[src/sv/fdlm_pkg.sv]
//==============================================================================
// fdlm_pkg: shared types and constants for the deformation local matrix core
// Holds command codes, register indexes and fixed point saturation limits.
//==============================================================================
`default_nettype none

package fdlm_pkg;

  typedef enum logic [1:0] {
    CMD_LOAD  = 2'd0,
    CMD_ACCUM = 2'd1,
    CMD_CLEAR = 2'd2,
    CMD_READ  = 2'd3
  } cmd_t;

  localparam logic [1:0] REG_DIMENSION   = 2'd0;
  localparam logic [1:0] REG_BASIS_COUNT = 2'd1;
  localparam logic [1:0] REG_VISCOSITY   = 2'd2;

  localparam logic signed [47:0] SAT_MAX = {1'b0, {47{1'b1}}};
  localparam logic signed [47:0] SAT_MIN = {1'b1, {47{1'b0}}};

  localparam int NUM_BLOCKS = 9;

endpackage

`default_nettype wire

[src/sv/fdlm_mul.sv]
//==============================================================================
// fdlm_mul: registered signed multiplier
// One 33 x 33 signed product per cycle, result registered.
//==============================================================================
`default_nettype none

module fdlm_mul
  import fdlm_pkg::*;
(
  input  wire               clk,
  input  wire signed [32:0] a,
  input  wire signed [32:0] b,
  output logic signed [65:0] p
);

  // Product register feeding the sequencer.
  always_ff @(posedge clk) begin
    p <= a * b;
  end

endmodule

`default_nettype wire
[config.mk]
export PLATFORM = sky130hd
export DESIGN_NAME = fdlm_mul
export DESIGN_NICKNAME = d
export VERILOG_FILES = /design/src/sv/fdlm_pkg.sv /design/src/sv/fdlm_mul.sv
export SDC_FILE = /design/constraint.sdc
export NUM_CORES = 2
export LEC_CHECK = 0
export BUFFER_PORTS_ARGS = -buffer_cell sky130_fd_sc_hd__buf_2
export CAP_MARGIN = 25
export CORE_ASPECT_RATIO = 1.2
export CORE_MARGIN = 2
export CORE_UTILIZATION = 60
export CTS_BUF_LIST = sky130_fd_sc_hd__clkbuf_4 sky130_fd_sc_hd__clkbuf_8
export CTS_CLUSTER_SIZE = 30
export DETAILED_ROUTE_END_ITERATION = 10
export GPL_ROUTABILITY_DRIVEN = 0
export PLACE_DENSITY_LB_ADDON = 0.05
export SETUP_SLACK_MARGIN = 0.3
export SLEW_MARGIN = 20
export SYNTH_ARGS = -nofsm -noshare
export SYNTH_HDL_FRONTEND = slang
export SYNTH_SLANG_ARGS = --single-unit
[constraint.sdc]
create_clock -name clk -period 9.8 [get_ports clk]
set_input_delay 0.49 -clock clk [delete_from_list [all_inputs] [get_ports clk]]
set_output_delay 0.49 -clock clk [all_outputs]
set_load 0.005 [all_outputs]
==> results by group <==
Logic synthesis
  – Mapped cell area: 40700 um2
  – Most common cell in the synthesized netlist: fa_1
  – Post-synth EDFFs: 0
  – Syn_nets: 5767
  – Sequential cell area fraction in the yosys report: 3.24%
  – Commonest cells in the netlist: fa_1, inv_1, and2_1
  – Flops & latches, synth: 66
  – Top cells by area, synth: fa_1, inv_1, and2_1, ha_1, nand2_1
  – Cell taking the most area after synthesis: fa_1
  – Synth top area share: 56.3%
  – Yosys warnings: 0
  – Synth async-reset ratio: 0%
  – Number of distinct library cells after synthesis: 80
  – Synth Flop Type: dfxtp_1
  – Syn Area/Cell: 9.39 um2
  – Mapped Cells: 4338

Timing
  – Worst-Margin Slew: 0.998 ns
  – Max Fclk: 121 MHz
  – Relative slew margins: 33.4%
  – Post-route setup TNS: 0 ns
  – Hold Fails Final Rpt: 0
  – Fin crit share: 84.6%
  – Final setup fails: 0
  – RSZ-0062 raised after global routing: false
  – Setup WS post-layout: 1.51 ns
  – Post-route minimum period: 8.29 ns
  – Max-slew violation count: 0

Setup path
  – Slowest stage delay, CP: 1.25 ns
  – CP arrival: 8.58 ns
  – CP dominant cell by count: fa_1
  – Slowest CP cell: fa_1
  – CP Capture Type: flip-flop
  – CP Class: in2reg
  – Worst path cell trace: buf_2 > nand2_1 > inv_1 > fa_1 > fa_1 > fa_1 > fa_1 > fa_1 > fa_1 > fa_1 > inv_1 > fa_1 > inv_1 > ha_1 > and3_1 > nand3_1 > nand2b_1 > a2111oi_4 > a211oi_4 > a21oi_2 > nor4b_2 > a311oi_1
  – Cell family with most CP delay: adder cells
  – Critical path startpoint: b[0]
  – Max FO, Critical Path: 33
  – Critical Path RT: 10.09 ns
  – Startpoint Class: input pin
  – Worst path buffer plus inverter count: 4

Worst hold path
  – HP Class: in2reg
  – Worst min-delay path startpoint: b[0]
  – Hold depth: 2
  – Min-Delay Endpoint: p[0]

Place
  – Worst slack at placement: 1.20 ns
  – # port buffers: 132
  – Post-DP Area: 41800 um2
  – Final HPWL DP: 93.5 mm

Final layout
  – Layout area overhead: 3.11%
  – Register with the most flip-flops: p
  – Largest register FFs: 66
  – Biggest regs: p x66
  – Fillers: 5906
  – Fin nets: 5707
  – Cell area after layout: 42000 um2
  – Layout cells sized above 1: 4.74%

Routing
  – Drt drc: 0
  – Final wirelength: 113 mm
  – DRT Pass-1 Iters: 6
  – Routed vias/inst: 5.54
  – Routed Antenna Nets: 0
  – DRT iter0 DRCs: 1509
  – Via count: 28700
  – Post-DR wirelength/cell: 21.8 um

Die
  – DIE AREA: 70000 um2
  – Core Region: 67100 um2
  – Die span in y: 289 um
  – Initial Utilization: 60.7%
  – Ports: 133
  – Die width: 242 um
  – Number of core rows: 104

Global route
  – First-pass GRT wire length: 179 mm
  – All-Layer GR Usage: 34.1%
  – Grt total ovfl: 0
  – Initial antenna violation count: 2
  – Vias in the first global route: 31800
  – Largest net degree at the start of global routing: 34

Clock tree
  – Inserted Clock Buffers: 9
  – Deepest clock path buffer count: 2
  – CTS tree: built
  – CTS Hold Bufs: 0
  – CTS sink cnt: 66
  – H-tree depth: 3
  – Reg clk slew, reported paths: 0.12 ns
  – Post-cts gate resize count: 0
  – CTS root buf: clkbuf_8
  – Setup bufs post-CTS: 0

Status
  – Status: finished, final reports clean

Run
  – Max-cap violations: 0
cells in the final DEF (no fill, tap or decap), types with 43 or more instances in the layout:
cell type / instances
fa_1: 1145
inv_1: 1131
and2_1: 562
nand2_1: 551
ha_1: 217
buf_2: 132
nor2_1: 68
dfxtp_1: 66
a21oi_1: 57
xnor2_1: 43
per-layer routing:
layer	part of all wire, %	GRT usage (%)	vias to the layer above
met3	3.8	2.83	347
met5	0.011	0	-
met4	7.5	21.8	2
met2	55	64.0	925
met1	34	37.2	15300
li1	-	-	12200
worst max path at each step:
stage,endpoint,cells past startpoint
2_1_floorplan,p[62],23
4_1_cts,p[58],22
3_3_place_gp,p[62],22
3_5_place_dp,p[62],22
5_1_grt,p[58],22
6_report,p[58],22
through the flow:
| stage | util [%] | hold slack, ns | instances |
|---|---|---|---|
| final | 62.6 | 0.648 | 5185 |
| after global routing | 62.6 | 0.662 | 5184 |
| after CTS | 62.6 | 0.639 | 5184 |
| after detailed placement | 62.3 | 0.865 | 5168 |
| after global placement | 62.3 | 0.866 | 5168 |
| after floorplan | - | 0.617 | 4338 |
cell type report:
class | instances | area [um2] | area share [%]
Inverter | 1131 | 4250 | 10.1
Tap cell | 901 | 1130 | 2.68
Clock buffer | 11 | 139 | 0.331
Timing Repair Buffer | 150 | 796 | 1.89
Multi-Input combinational cell | 2920 | 34300 | 81.7
Clock inverter | 5 | 55.1 | 0.131
Sequential cell | 66 | 1320 | 3.15
Antenna cell | 1 | 2.50 | 0.00596
cell families after synthesis:
family                     share of synthesized area (%)
adders and majority gates                           62.9
buffers and inverters                               12.5
and+or+nand+nor                                     15.8
AOI/OAI and AO/OA                                   4.07
xor gates and xnor gates                            1.46
DFF                                                 3.24
Power is left out: the tool's default activity adds up to more than one toggle a clock period on the data nets, which glitch-free logic cannot reach.
